$ cat src/design/imuaf_pkg.sv
// Shared constants, command and register codes, and lane control type
// for the IMU angle-follow filter. No dependencies.
package imuaf_pkg;

    localparam int ACCUM_WIDTH_DEF = 24;
    localparam int OUT_W           = 24;
    localparam int ANG_W           = 16;
    localparam int ALPHA_W         = 17;
    localparam int DIV_STEPS       = 32;
    localparam int CFG_IDX_W       = 3;
    localparam int CFG_DATA_W      = 16;

    localparam logic [15:0] AGE_RESET = 16'd200;

    localparam logic signed [17:0] WRAP_HALF = 18'sd18000;
    localparam logic signed [17:0] WRAP_FULL = 18'sd36000;

    localparam logic [1:0] CMD_NONE = 2'd0;
    localparam logic [1:0] CMD_SET  = 2'd1;
    localparam logic [1:0] CMD_HOLD = 2'd2;

    localparam logic [CFG_IDX_W-1:0] REG_ENABLE   = 3'd0;
    localparam logic [CFG_IDX_W-1:0] REG_TAU      = 3'd1;
    localparam logic [CFG_IDX_W-1:0] REG_YAW_GAIN = 3'd2;
    localparam logic [CFG_IDX_W-1:0] REG_PIT_GAIN = 3'd3;
    localparam logic [CFG_IDX_W-1:0] REG_DEADBAND = 3'd4;
    localparam logic [CFG_IDX_W-1:0] REG_TIMEOUT  = 3'd5;

    typedef struct packed {
        logic capture;
        logic unwrap;
        logic diff;
        logic mul;
        logic filt;
        logic gain;
        logic cmp;
        logic publish;
    } t_lane_ctl;

endpackage

$ cat src/design/imuaf_div.sv
// Restoring divider for the filter coefficient: (s << 16) / (tau + s).
// One quotient bit per cycle. Depends on imuaf_pkg.
module imuaf_div (
    input  logic                          i_clk,
    input  logic                          i_rst_n,
    input  logic                          i_start,
    input  logic [15:0]                   i_s,
    input  logic [15:0]                   i_tau,
    output logic                          o_busy,
    output logic [imuaf_pkg::ALPHA_W-1:0] o_alpha
);
    import imuaf_pkg::*;

    localparam int CW = $clog2(DIV_STEPS);

    logic [31:0]   r_num;
    logic [16:0]   r_den;
    logic [16:0]   r_rem;
    logic [31:0]   r_quo;
    logic [CW-1:0] r_cnt;
    logic          r_busy;
    logic [17:0]   w_trial;
    logic          w_ge;

    assign w_trial = {r_rem, r_num[31]};
    assign w_ge    = w_trial >= {1'b0, r_den};

    always_ff @(posedge i_clk) begin
        if (!i_rst_n) begin
            r_busy <= 1'b0;
            r_cnt  <= '0;
        end else if (i_start) begin
            r_busy <= 1'b1;
            r_cnt  <= '0;
        end else if (r_busy) begin
            r_cnt <= r_cnt + 1'b1;
            if (r_cnt == CW'(DIV_STEPS - 1)) begin
                r_busy <= 1'b0;
            end
        end
    end

    always_ff @(posedge i_clk) begin
        if (i_start) begin
            r_num <= {i_s, 16'd0};
            r_den <= {1'b0, i_tau} + {1'b0, i_s};
            r_rem <= '0;
            r_quo <= '0;
        end else if (r_busy) begin
            r_num <= {r_num[30:0], 1'b0};
            r_rem <= w_ge ? 17'(w_trial - {1'b0, r_den}) : w_trial[16:0];
            r_quo <= {r_quo[30:0], w_ge};
        end
    end

    assign o_busy  = r_busy;
    assign o_alpha = r_quo[ALPHA_W-1:0];
endmodule

$ cat config.mk
export PLATFORM = sky130hd
export DESIGN_NAME = imuaf_div
export DESIGN_NICKNAME = d
export VERILOG_FILES = /design/src/design/imuaf_pkg.sv /design/src/design/imuaf_div.sv
export SDC_FILE = /design/constraint.sdc
export NUM_CORES = 1
export LEC_CHECK = 0
export BUFFER_PORTS_ARGS = -buffer_cell sky130_fd_sc_hd__buf_2
export CELL_PAD_IN_SITES_DETAIL_PLACEMENT = 1
export CELL_PAD_IN_SITES_GLOBAL_PLACEMENT = 2
export CORE_ASPECT_RATIO = 1.1
export CORE_MARGIN = 2
export CORE_UTILIZATION = 40
export CTS_CLUSTER_DIAMETER = 200
export DETAILED_ROUTE_END_ITERATION = 10
export HOLD_SLACK_MARGIN = 0.05
export PLACE_DENSITY_LB_ADDON = 0.1
export REMOVE_ABC_BUFFERS = 1
export SYNTH_ARGS = -nofsm -noshare
export SYNTH_HDL_FRONTEND = slang
export SYNTH_SLANG_ARGS = --single-unit
$ cat constraint.sdc
create_clock -name i_clk -period 6.88 [get_ports i_clk]
set_clock_uncertainty 0.05 [all_clocks]
set_input_delay 0.344 -clock i_clk [delete_from_list [all_inputs] [get_ports i_clk]]
set_output_delay 0.344 -clock i_clk [all_outputs]
set_load 0.05 [all_outputs]
# Word level (Yosys, flattened, before mapping)
# Index checks and enable logic that the tools add are counted.
# Widths: inputs -> output; s select.
word_totals:
  regBits: 73
  wordCells: 20
  out_inout_bits: 18
op_classes:
  n_bitwise: 1
  n_lt_le_gt_ge: 1
  addsub: 3
  muxes: 6
  reduce_logical: 2
  n_eq_ne: 1
op_table:
  columns: ["op", "count"]
  rows:
  - ["$mux 32", 2]
  - ["$ge 18x17->1", 1]
  - ["$add 16x16->17", 1]
  - ["$mux 17", 1]
  - ["$sub 17x17->17", 1]
  - ["$add 5x1->5 const B", 1]
  - ["$eq 5x5->1 const B", 1]
  - ["$mux 1", 3]
  - ["$reduce_bool 2->1", 1]
  - ["$reduce_or 2->1", 1]
  - ["$not 1->1", 1]

# Depth between registers and ports, before layout
logic_depth:
  ltp_word: 4
  ltp_mapped: 11
  ltp_nobuf: 10

# Least setup slack after synthesis
# OpenSTA, ideal clock, no wires.
synth_path:
  kind: "register -> register"
  from: "register r_num[31]"
  to: "register r_rem[4]"
  required_time_ps: 6683
  stages_incl_launch_ff: 12
  t_arrival_ps: 2411
  setup_slack_ps: 4272
  path_buffers: 1
  cell_sequence: "edfxtp_1 -> inv_1 -> ha_1 -> inv_1 -> fa_1 -> a21o_1 -> a221oi_4 -> o211ai_4 -> a211oi_4 -> buf_6 -> mux2i_1 -> a211oi_1"
synth_between:
  elab_chain_len: 2
  elab_cells_between_ends: 3
  cone_classes: "1 x add/sub; 1 x order compare; 1 x mux"
synth_rtl:
  columns: ["item", "line_no", "source"]
  rows:
  - ["from (decl)", "imuaf_div.sv:16", "logic [31:0] r_num;"]
  - ["from (signal assigned)", "imuaf_div.sv:45", "r_num <= {i_s, 16'd0};"]
  - ["from (signal assigned)", "imuaf_div.sv:50", "r_num <= {r_num[30:0], 1'b0};"]
  - ["$sub 17x17->17 or $ge 18x17->1 (tied branches)", "imuaf_div.sv:51, imuaf_div.sv:26", null]
  - ["$mux 17 *", "imuaf_div.sv:51", "r_rem <= w_ge ? 17'(w_trial - {1'b0, r_den}) : w_trial[16:0];"]
  - ["to (signal assigned)", "imuaf_div.sv:51", null]
  - ["to (decl)", "imuaf_div.sv:18", "logic [16:0] r_rem;"]
# Mark *: on every way between the ends. The rest lies on a longest branch, timed or not.
# A chain may end at the register's enable or synchronous reset.

# Final worst setup path
layout_path:
  from: "register r_num[31]"
  to: "register r_rem[1]"
# The elaborated chain is that of the path after synthesis.

==> flow_summary.ini <==
[setup_path]
cpMaxStageDelayCell = a211oi_4
ff2ff_path_depth = 10
cp.required_ns = 7.01
cp-end-kind = flop
crit_type = reg -> reg
endpoint = r_rem[1]$_SDFFE_PP0P_
timing.rr.end = r_rem[1]$_SDFFE_PP0P_
cp-startpoint = r_num[31]$_DFFE_PP_
crit_top_cell = inv_1
worstPathArrival_ns = 3.51
crit_chain = inv_1 -> ha_1 -> inv_1 -> fa_1 -> a21o_1 -> a221oi_4 -> o211ai_4 -> a211oi_4 -> mux2i_1 -> o21ai_0
rrSetupSlack_ns = 3.50
critPathMaxFanout = 27
startpoint_type = flop
slowest_delay_ns = 1.01
timing.rr.start = r_num[31]$_DFFE_PP_

[clock_tree]
htreeDepth = 3
root_buffer = clkbuf_16
cts_hold_buffers = 0
clk_path_buf_depth = 2
clk_pin_slew_ns = 0.06
clkSinkCount = 73
cts_made_buffers = 9
post_cts_buffers = 0
worst_skew_pair.late_latency_ns = 0.33
cts.repair.resized = 0
cts_tree = done

[placed_design]
place_congestion = 0.815
post_dp_cell_area_sq_um = 4860
place_hpwl_um = 7730
port_buffers = 52
dp_slack_ns = 3.52

[power_and_ir_drop]
power_mw = 1.28
peakVddDrop_v = 0.000120
leakage_nw = 2.29
powerDensity_nw_per_um2 = 247

[synth]
yosys_warnings = 0
ys.flop_type = dfxtp_1
synth_area_sq_um = 4480
synth_area_leader_cell = edfxtp_1
synth-seq-cells = 73
synth_edf_count = 33
synth_cell_types = 55
syn-mean-instance-area_sq_um = 9.90
synth-seq-area-share = 0.400
synthTopCellsByArea = edfxtp_1 22%, dfxtp_1 18%, ha_1 9.8%
async_flop_share = 0
synth_top_area_share = 0.221
synth_cells = 452

[routing]
drc = 0
drt_iter0_markers = 117
wl_per_cell_um = 16.3
vias = 3453
totalWireLength_um = 10600
dr.pass1.iters = 4
ant_nets = 0
viasPerCell = 5.30

[sta]
grt_setup_unrepaired = false
fin_ws_ns = 3.50
finalCriticalPeriod_ns = 3.38
finalHoldViolCount = 0
tns_ns = 0
relSlewSlack = 0.209
max_freq_mhz = 296
worst_pin_slew_ns = 1.18
finalSetupViolCount = 0
period_share = 0.491
slew_violations = 0

[layout]
fin_util = 0.476
final_common_cell = buf_2
nets = 571
synthToLayoutAreaGrowth_pct = 16.2
mostFrequentLayoutCells = 52 x buf_2, 44 x nor2_1, 39 x dfxtp_1
fillers = 1284
drive_gt1_frac = 0.187
n_antenna_cell = 0
stdcell_area_sq_um = 5200

[die]
core_sq_um = 10900
rows = 40
io_pins = 53
dieWidth_um = 105
die-area_sq_um = 12100
dieHeight_um = 115
start_util = 0.410

[global_route]
overflow = 0
track_usage = 0.188
first_global_vias = 3664
grt_pass1_wl_um = 18000
grt_max_degree = 60
antenna_found_initial = 0

[run_status]
outcome = finished, final reports clean

[hold_path]
worstHoldPathType = in -> reg

[flow_run]
cap_violations = 0
[sequential cells by signal, summed over array words and instances, names as in the netlist]
signal / flops
r_den: 17
r_quo: 17
r_rem: 17
r_num: 16
r_cnt: 5
o_busy: 1
[worst min path at each step]
stage,from,endpoint,slack [ns],cells past startpoint
after floorplan,i_start,r_rem[7]$_SDFFE_PP0P_,0.37,1
after detailed placement,r_quo[16]$_SDFFE_PP0P_,r_quo[16]$_SDFFE_PP0P_,0.44,2
final,i_rst_n,o_busy$_SDFF_PN0_,0.18,2
after global routing,i_rst_n,o_busy$_SDFF_PN0_,0.17,2
after CTS,i_rst_n,o_busy$_SDFF_PN0_,0.16,2
after global placement,r_quo[16]$_SDFFE_PP0P_,r_quo[16]$_SDFFE_PP0P_,0.42,2
[layer usage]
metal	GRT usage	share of wire	vias to the layer above
met1	0.236	0.48	1640
met2	0.323	0.48	53
met5	0	0	-
met3	0.0374	0.027	14
met4	0.0676	0.019	0
li1	-	-	1746
[power breakdown]
group	switching, mW	total, mW	internal, mW
Sequential	0.0159	0.507	0.491
Combinational	0.146	0.253	0.107
Clock	0.193	0.522	0.329
[cell type report]
| type | instances | area [sq um] | area share |
|---|---|---|---|
| tap | 147 | 184 | 0.0354 |
| timing repair buffer | 54 | 275 | 0.0529 |
| clock buffer | 11 | 275 | 0.0529 |
| clock inverter | 5 | 66.3 | 0.0128 |
| multi-input combinational | 334 | 2500 | 0.482 |
| sequential | 73 | 1790 | 0.345 |
| inverter | 27 | 101 | 0.0195 |
[synth_stat cells, types with 6 or more instances]
cell and number:
buf_1 6, nand2_1 24, a21oi_1 30, edfxtp_1 33, xnor2_1 16, a211oi_1 7, ha_1 35, nand2b_1 8
nand3_1 13, inv_1 27, and3_1 7, mux2_2 15, a32oi_1 7, dfxtp_1 40, a21o_1 14, xor2_1 10
o21ai_0 13, mux2i_1 25, nor2_1 44, clkbuf_1 8
[stage by stage]
stage	cells	hold slack [ns]
2_1_floorplan	434	0.366
3_3_place_gp	635	0.423
3_5_place_dp	635	0.437
4_1_cts	651	0.164
5_1_grt	651	0.168
6_report	651	0.176
[logic make-up (layout without fill, tap and decap cells)]
logic type,count (synthesis),after routing,share of synthesized area
AND/OR/NAND/NOR,122,122,0.133
XOR/XNOR,26,26,0.0509
flip-flops,73,73,0.400
AO/OA/AOI/OAI,109,109,0.176
buffers and inverters,45,97,0.0403
multiplexers,40,40,0.0937
adder cells (fa/ha/maj),37,37,0.107
[worst max-delay path, delay by kind of cell, from the launching register on]
family                     cells  cell delay, ns
AOI/OAI and AO/OA              5            1.80
adders and majority gates      2            0.56
DFF                            1            0.39
muxes                          1            0.30
buffers and inverters          2            0.13
Note: power is estimated with default switching activity, not from simulation.
