===== config.mk =====
export PLATFORM = sky130hd
export DESIGN_NAME = imuaf_lane
export DESIGN_NICKNAME = d
export VERILOG_FILES = /design/src/design/imuaf_pkg.sv /design/src/design/imuaf_lane.sv
export SDC_FILE = /design/constraint.sdc
export NUM_CORES = 2
export LEC_CHECK = 0
export BUFFER_PORTS_ARGS = -buffer_cell sky130_fd_sc_hd__buf_4
export CORE_MARGIN = 2
export CORE_UTILIZATION = 25
export DETAILED_ROUTE_END_ITERATION = 8
export PLACE_DENSITY_LB_ADDON = 0.2
export REMOVE_ABC_BUFFERS = 1
export SYNTH_ARGS = -nofsm -noshare
export SYNTH_HDL_FRONTEND = slang
export SYNTH_SLANG_ARGS = --single-unit

===== constraint.sdc =====
create_clock -name i_clk -period 6.6 [get_ports i_clk]
set_clock_uncertainty 0.1 [all_clocks]
set_input_delay 0.33 -clock i_clk [delete_from_list [all_inputs] [get_ports i_clk]]
set_output_delay 0.33 -clock i_clk [all_outputs]
set_load 0.005 [all_outputs]

===== src/design/imuaf_pkg.sv =====
// Shared constants, command and register codes, and lane control type
// for the IMU angle-follow filter. No dependencies.
package imuaf_pkg;

    localparam int ACCUM_WIDTH_DEF = 24;
    localparam int OUT_W           = 24;
    localparam int ANG_W           = 16;
    localparam int ALPHA_W         = 17;
    localparam int DIV_STEPS       = 32;
    localparam int CFG_IDX_W       = 3;
    localparam int CFG_DATA_W      = 16;

    localparam logic [15:0] AGE_RESET = 16'd200;

    localparam logic signed [17:0] WRAP_HALF = 18'sd18000;
    localparam logic signed [17:0] WRAP_FULL = 18'sd36000;

    localparam logic [1:0] CMD_NONE = 2'd0;
    localparam logic [1:0] CMD_SET  = 2'd1;
    localparam logic [1:0] CMD_HOLD = 2'd2;

    localparam logic [CFG_IDX_W-1:0] REG_ENABLE   = 3'd0;
    localparam logic [CFG_IDX_W-1:0] REG_TAU      = 3'd1;
    localparam logic [CFG_IDX_W-1:0] REG_YAW_GAIN = 3'd2;
    localparam logic [CFG_IDX_W-1:0] REG_PIT_GAIN = 3'd3;
    localparam logic [CFG_IDX_W-1:0] REG_DEADBAND = 3'd4;
    localparam logic [CFG_IDX_W-1:0] REG_TIMEOUT  = 3'd5;

    typedef struct packed {
        logic capture;
        logic unwrap;
        logic diff;
        logic mul;
        logic filt;
        logic gain;
        logic cmp;
        logic publish;
    } t_lane_ctl;

endpackage


===== src/design/imuaf_lane.sv =====
// One axis lane: angle unwrap, low-pass update, gain scaling and deadband
// check, stepped by the top-level sequencer. Depends on imuaf_pkg.
module imuaf_lane #(
    parameter int AW = imuaf_pkg::ACCUM_WIDTH_DEF
) (
    input  logic                                 i_clk,
    input  logic                                 i_rst_n,
    input  imuaf_pkg::t_lane_ctl                 i_ctl,
    input  logic signed [imuaf_pkg::ANG_W-1:0]   i_angle,
    input  logic [imuaf_pkg::ALPHA_W-1:0]        i_alpha,
    input  logic signed [15:0]                   i_gain,
    input  logic [15:0]                          i_deadband,
    output logic                                 o_pass,
    output logic signed [imuaf_pkg::OUT_W-1:0]   o_filt,
    output logic signed [imuaf_pkg::OUT_W-1:0]   o_sent
);
    import imuaf_pkg::*;

    localparam int SW = AW + 17;
    localparam int HW = AW + 1 - 16;
    localparam logic signed [SW-1:0] AW_MAX = SW'((64'sd1 <<< (AW - 1)) - 1);
    localparam logic signed [SW-1:0] AW_MIN = -AW_MAX - SW'(1);
    localparam logic signed [SW-1:0] O_MAX  = SW'((64'sd1 <<< (OUT_W - 1)) - 1);
    localparam logic signed [SW-1:0] O_MIN  = -O_MAX - SW'(1);

    function automatic logic signed [AW-1:0] sat_aw(input logic signed [SW-1:0] v);
        logic signed [SW-1:0] c;
        c = (v > AW_MAX) ? AW_MAX : ((v < AW_MIN) ? AW_MIN : v);
        return c[AW-1:0];
    endfunction

    function automatic logic signed [OUT_W-1:0] sat_out(input logic signed [AW-1:0] v);
        logic signed [SW-1:0] x;
        logic signed [SW-1:0] c;
        x = SW'(v);
        c = (x > O_MAX) ? O_MAX : ((x < O_MIN) ? O_MIN : x);
        return c[OUT_W-1:0];
    endfunction

    logic signed [ANG_W-1:0]      r_prev;
    logic signed [AW-1:0]         r_unw;
    logic signed [AW-1:0]         r_filt;
    logic signed [AW-1:0]         r_sent;
    logic signed [AW:0]           r_diff;
    logic [32:0]                  r_plo;
    logic signed [HW+17:0]        r_phi;
    logic signed [AW+15:0]        r_gp;
    logic signed [AW-1:0]         r_yt;

    logic signed [17:0]           w_step;
    logic signed [17:0]           w_wrap;
    logic [17:0]                  w_lo_rnd;
    logic signed [AW:0]           w_dd;
    logic [AW:0]                  w_mag;

    always_comb begin
        w_step = 18'(i_angle) - 18'(r_prev);
        if (w_step > WRAP_HALF) begin
            w_wrap = w_step - WRAP_FULL;
        end else if (w_step < -WRAP_HALF) begin
            w_wrap = w_step + WRAP_FULL;
        end else begin
            w_wrap = w_step;
        end
        w_lo_rnd = 18'((34'(r_plo) + 34'd32768) >> 16);
        w_dd     = (AW+1)'(r_yt) - (AW+1)'(r_sent);
        w_mag    = w_dd[AW] ? (AW+1)'(-w_dd) : w_dd;
    end

    always_ff @(posedge i_clk) begin
        if (!i_rst_n) begin
            r_prev <= '0;
            r_unw  <= '0;
            r_filt <= '0;
            r_sent <= '0;
        end else if (i_ctl.capture) begin
            r_prev <= i_angle;
            r_unw  <= '0;
            r_filt <= '0;
            r_sent <= '0;
        end else begin
            if (i_ctl.unwrap) begin
                r_prev <= i_angle;
                r_unw  <= sat_aw(SW'(r_unw) + SW'(w_wrap));
            end
            if (i_ctl.filt) begin
                r_filt <= sat_aw(SW'(r_filt) + SW'(r_phi) + SW'(signed'({1'b0, w_lo_rnd})));
            end
            if (i_ctl.publish) begin
                r_sent <= r_yt;
            end
        end
    end

    always_ff @(posedge i_clk) begin
        if (i_ctl.diff) begin
            r_diff <= (AW+1)'(r_unw) - (AW+1)'(r_filt);
        end
        if (i_ctl.mul) begin
            r_plo <= 33'(i_alpha) * 33'(r_diff[15:0]);
            r_phi <= (HW+18)'(signed'({1'b0, i_alpha}) * signed'(r_diff[AW:16]));
        end
        if (i_ctl.gain) begin
            r_gp <= r_filt * i_gain;
        end
        if (i_ctl.cmp) begin
            r_yt <= sat_aw((SW'(r_gp) + SW'(128)) >>> 8);
        end
    end

    assign o_pass = w_mag >= (AW+1)'(i_deadband);
    assign o_filt = sat_out(r_filt);
    assign o_sent = sat_out(r_sent);
endmodule


== Word level (Yosys, flattened, before mapping) ==
Cells that the tools add are included.

* Divide/modulo/power cells: 0
* Bitwise logic cells: 1
* Magnitude comparators: 13
* Muxes and demuxes: 14
* Equal/unequal tests: 0
* Add/subtract/negate cells: 11
* Multipliers: 3
* Shift operators: 0
* Reduce and logical (&&, ||, !) cells: 2

{| class="wikitable"
|+ Operators with widths
! cell !! count
|-
| $mux W24 || 9
|-
| $sub A24 B24 Y25 || 2
|-
| $gt A24 B24 Y1 const B || 2
|-
| $lt A24 B24 Y1 const B || 2
|-
| $add A40 B9 Y41 const B || 1
|-
| $mul A24 B16 Y40 || 1
|-
| $mux W18 || 2
|-
| $add A33 B16 Y34 const B || 1
|-
| $gt A33 B24 Y1 const B || 1
|-
| $lt A33 B24 Y1 const B || 1
|-
| $mul A17 B16 Y33 || 1
|-
| $mux W16 || 2
|-
| $add A28 B19 Y29 || 1
|-
| $gt A29 B24 Y1 const B || 1
|-
| $lt A29 B24 Y1 const B || 1
|-
| $add A24 B27 Y28 || 1
|-
| $mul A18 B9 Y27 || 1
|-
| $add A24 B18 Y25 || 1
|-
| $ge A25 B16 Y1 || 1
|-
| $gt A25 B24 Y1 const B || 1
|-
| $lt A25 B24 Y1 const B || 1
|-
| $mux W25 || 1
|-
| $neg A25 Y25 || 1
|-
| $add A17 B17 Y18 const B || 1
|-
| 7 further kinds || 7
|}

* Register bits after elaboration: 237
* Memories: 0
* Bits in read-only memories: 0
* Input port bits: 75
* Bits in latches: 0
* Word-level logic and storage cells: 53
* Bits in writable memories: 0
* Output and inout port bits: 49

== Longest topological paths before layout ==
* Depth after elaboration: 8
* Mapped depth: 31
* Depth with buffers taken out: 30

== Worst setup path before layout ==
No wires, ideal clock.

* Kind: reg2reg
* Start point: register r_filt[23]
* End point: register r_gp[39] (data pin)
* Library setup time: 0.260 ns
* Stages on the path, launching flop included: 24
* Buffers on the path: 1
* Path slack: -0.149 ns
* Arrival time: 6.389 ns
* Data required time: 6.240 ns
* Period minus slack after synthesis: 6.749 ns
* Cells stage by stage: dfxtp_1 -> clkbuf_1 -> nand2_1 -> inv_1 -> fa_1 -> fa_1 -> inv_1 -> fa_1 -> inv_1 -> fa_1 -> fa_1 -> fa_1 -> ha_1 -> a21o_1 -> a21o_1 -> a21oi_1 -> nor2b_1 -> o21ai_0 -> o31ai_1 -> o41a_1 -> a21oi_1 -> nor2b_1 -> nor2_1 -> xnor2_1

* Word-level cells in the longest chain between the ends: 1

{| class="wikitable"
|+ Ends and longest elaborated chain
! element !! RTL line !! source
|-
| start, declared || imuaf_lane.sv:42 || <nowiki>logic signed [AW-1:0] r_filt;</nowiki>
|-
| start signal, assigned || imuaf_lane.sv:87 || <nowiki>r_filt <= sat_aw(SW'(r_filt) + SW'(r_phi) + SW'(signed'({1'b0, w_lo_rnd})));</nowiki>
|-
| $mul A24 B16 Y40 || imuaf_lane.sv:104 || <nowiki>r_gp <= r_filt * i_gain;</nowiki>
|-
| end signal, assigned || imuaf_lane.sv:104 ||
|-
| end, declared || imuaf_lane.sv:47 || <nowiki>logic signed [AW+15:0] r_gp;</nowiki>
|}

No other way between the ends.
A chain may end at the register's enable or synchronous reset.

== Final worst setup path ==
* Start point: register r_filt[12]
* End point: register r_gp[39] (data pin)

Same word-level chain as after synthesis.

==> results.txt <==
Status: complete, no violations
Via-to-Cell Ratio: 4.39
Worst setup EP type: flip-flop
Nets: 6,328
Least-Margin Pin Slew: 0.982 ns
Reg2reg setup slack: 0.04 ns
Ys Warns: 0
Synth Instances: 4,787
Die Y: 417 um
H-tree depth: 2
Vias in the first global route: 34.5k
HPWL after detailed placement: 104,000 um
I/O Buffers: 123
Most frequent cells in the layout: inv_1 (887), fa_1 (701), nand2_1 (656)
Startpoint types: flip-flop
Die Width: 417 um
HP Class: in -> reg
Placed Area: 48,500 um^2
Largest net degree at the start of global routing: 49
Final Util: 29.9%
Worst Reg-to-Reg Cells: 23
#FFs+latches synth: 215
Worst path required time: 6.79 ns
Normalized max-slew margin: 32.8%
Min Hold Slack: 0.0368 ns
Critical path's slowest cell: fa_1
Period minus WS final: 6.56 ns
Pre-Repair DR Iteration Count: 5
Slew Viols, Final: 0
Pre-CTS WS: -0.297 ns
Fillers: 18.0k
R2r startpoint: r_filt[12]$_SDFFE_PP0P_
WS Path Type: reg -> reg
Detailed-route DRC error count: 0
Via count: 32.4k
CTS Root Cell: clkbuf_16
Final setup fails: 0
Seq/Total Area, Yosys: 13.1%
Hold Violations, Final: 0
Max Used Layer: met5
Max-Cap Viols: 0
GRT Util Overall: 14.0%
M1 WL: 56,400 um
First-pass GRT wire length: 193,000 um
Hold Path End: r_prev[3]$_SDFFE_PN0P_
Later-pin clock latency in the skew report: 0.57 ns
CTS tree: done
Die area: 174,000 um^2
Synth cell types: 93
Commonest non-fill, non-tap cell in the layout: inv_1
Crit-path max FO: 6
Initial core utilization: 25.2%
Peak Freq: 152 MHz
# rows: 151
Post-Route WL: 122,000 um
Antenna violations before repair: 3
Max incr delay on CP: 0.57 ns
Synthesized area: 42,700 um^2
Global route overflow: 0
Register area: 5630 um^2
Drt initial violations: 1,359
Synth async-reset ratio: 0%
Top-Level Pins: 124
Top FF cell, synth: edfxtp_1
Area grow syn2layout: 18.8%
Final WS setup: 0.0381 ns
Worst R2R End: r_gp[39]$_DFFE_PP_
CP cell instances: buf_6, buf_6, nand2_2, fa_1, fa_1, fa_1, fa_1, fa_1, inv_2, fa_1, ha_1, a21o_1, a221o_1, a21o_1, a21o_1, a31oi_1, buf_4, o31ai_4, o41a_1, a21oi_2, nor2b_1, nor2_1, xnor2_1
Hold path depth: 2
Total CTS buffers: 34
Most used cell, CP: fa_1
Core footprint: 169,000 um^2
Metal2 WL: 59,600 um
# diodes: 0
Share of cells above drive strength 1: 14.9%
Unrepaired setup endpoints after global routing: yes
Met3 wire len: 3110 um
Clk buf depth: 3
Final ANT Viol Nets: 0
Worst-path clk slew: 0.06 ns
Post-synth EDFFs: 127
Final instance area: 50,700 um^2
Gp weighted congestion: 0.805
Syn_area_per_cell: 8.91 um^2
Crit path DAT: 6.75 ns
Wirelength per Cell: 16.5 um
Hold Startpoint: i_rst_n
CTS sink cnt: 215
Final worst path period share: 99.4%
Area of the multi-input gates: 33,300 um^2
## cell usage after synthesis, drive strengths merged (12+ instances only)
master	instances	area share [%]
maj3	22	0.56
o21bai	14	0.25
and3	29	0.43
a21boi	29	0.51
xor2	80	1.6
xnor2	145	3.0
nand2	671	6.0
nor3	38	0.46
o211ai	13	0.24
or2	17	0.25
a211oi	35	0.83
nor2b	29	0.43
nor2	192	1.7
o22ai	12	0.19
edfxtp	127	8.9
buf	15	0.19
a21oi	166	2.0
and2	291	4.3
dfxtp	88	4.1
nand3	58	0.68
o21ai	132	1.5
or3	14	0.22
fa	709	33
a21o	57	1.0
clkbuf	218	1.9
ha	417	12
o21a	41	0.72
o31ai	14	0.27
mux2i	27	0.63
inv	892	7.8
nand2b	41	0.60
nand4	18	0.26
## sequential cells by signal, indices dropped and copies added (netlist names)
name and flops:
r_prev 16, r_yt 24, r_sent 24, r_phi 27, r_unw 24, r_plo 18
r_filt 24, r_gp 33, r_diff 25
## cells by family after synthesis
group	count (synthesis)	share of synthesized area, %
AND/OR/NAND/NOR	1438	16.0
adder cells (fa/ha/maj)	1148	46.1
multiplexers	27	0.634
XOR/XNOR	225	4.62
flip-flops	215	13.1
buffers and inverters	1125	9.96
AO/OA/AOI/OAI	609	9.62
## routing by layer
layer	GRT usage [%]	up-vias
met5	0	-
met4	3.00	4
met3	1.44	123
met2	24.5	398
met1	18.6	16200
li1	-	15700
## area by class of cell
class	count	area share [%]
sequential	215	11.1
tap	2218	5.47
clock inverter	21	0.531
inverter	892	6.61
timing repair buffer	537	8.79
multi-input combinational	3447	65.7
clock buffer	40	1.76
## through the flow
step / setup TNS, ns / instances
5_1_grt: -0.455 / 7370
3_3_place_gp: -2.51 / 7264
2_1_floorplan: -4.19 / 4554
4_1_cts: -0.0666 / 7341
6_report: 0 / 7370
3_5_place_dp: -3.08 / 7264
## how the worst max path moves through the flow
stage | endpoint | startpoint | slack [ns] | depth (start not counted)
after floorplan | r_unw[10]$_SDFFE_PP0P_ | r_prev[1]$_SDFFE_PN0P_ | -0.22 | 25
after global placement | r_gp[39]$_DFFE_PP_ | i_gain[3] | -0.28 | 26
after detailed placement | r_gp[39]$_DFFE_PP_ | i_gain[3] | -0.30 | 26
after CTS | r_gp[39]$_DFFE_PP_ | r_filt[13]$_SDFFE_PP0P_ | -0.07 | 24
after global routing | r_gp[39]$_DFFE_PP_ | r_filt[5]$_SDFFE_PP0P_ | -0.23 | 25
final | r_gp[39]$_DFFE_PP_ | r_filt[12]$_SDFFE_PP0P_ | 0.04 | 23
## what timing repair did
action                                  in CTS  in global routing
endpoints found under the setup margin      16                 43
resized for setup                           24                140
hold endpoints to repair                    16                  0
cloned                                       0                  3
setup buffers                                0                 27
hold buffers                                16                  0
pin swaps                                    2                 62
## worst max-delay path, delay by kind of cell (launching register included)
kind	cells	cell delay, ns
adder cells (fa/ha/maj)	7	3.38
buffers and inverters	4	0.46
flip-flops	1	0.41
XOR/XNOR	1	0.09
AND/OR/NAND/NOR	3	0.22
AO/OA/AOI/OAI	8	1.61
Power is not shown: default switching activity piles up to over one toggle a cycle in this logic, so the estimate is an artifact.
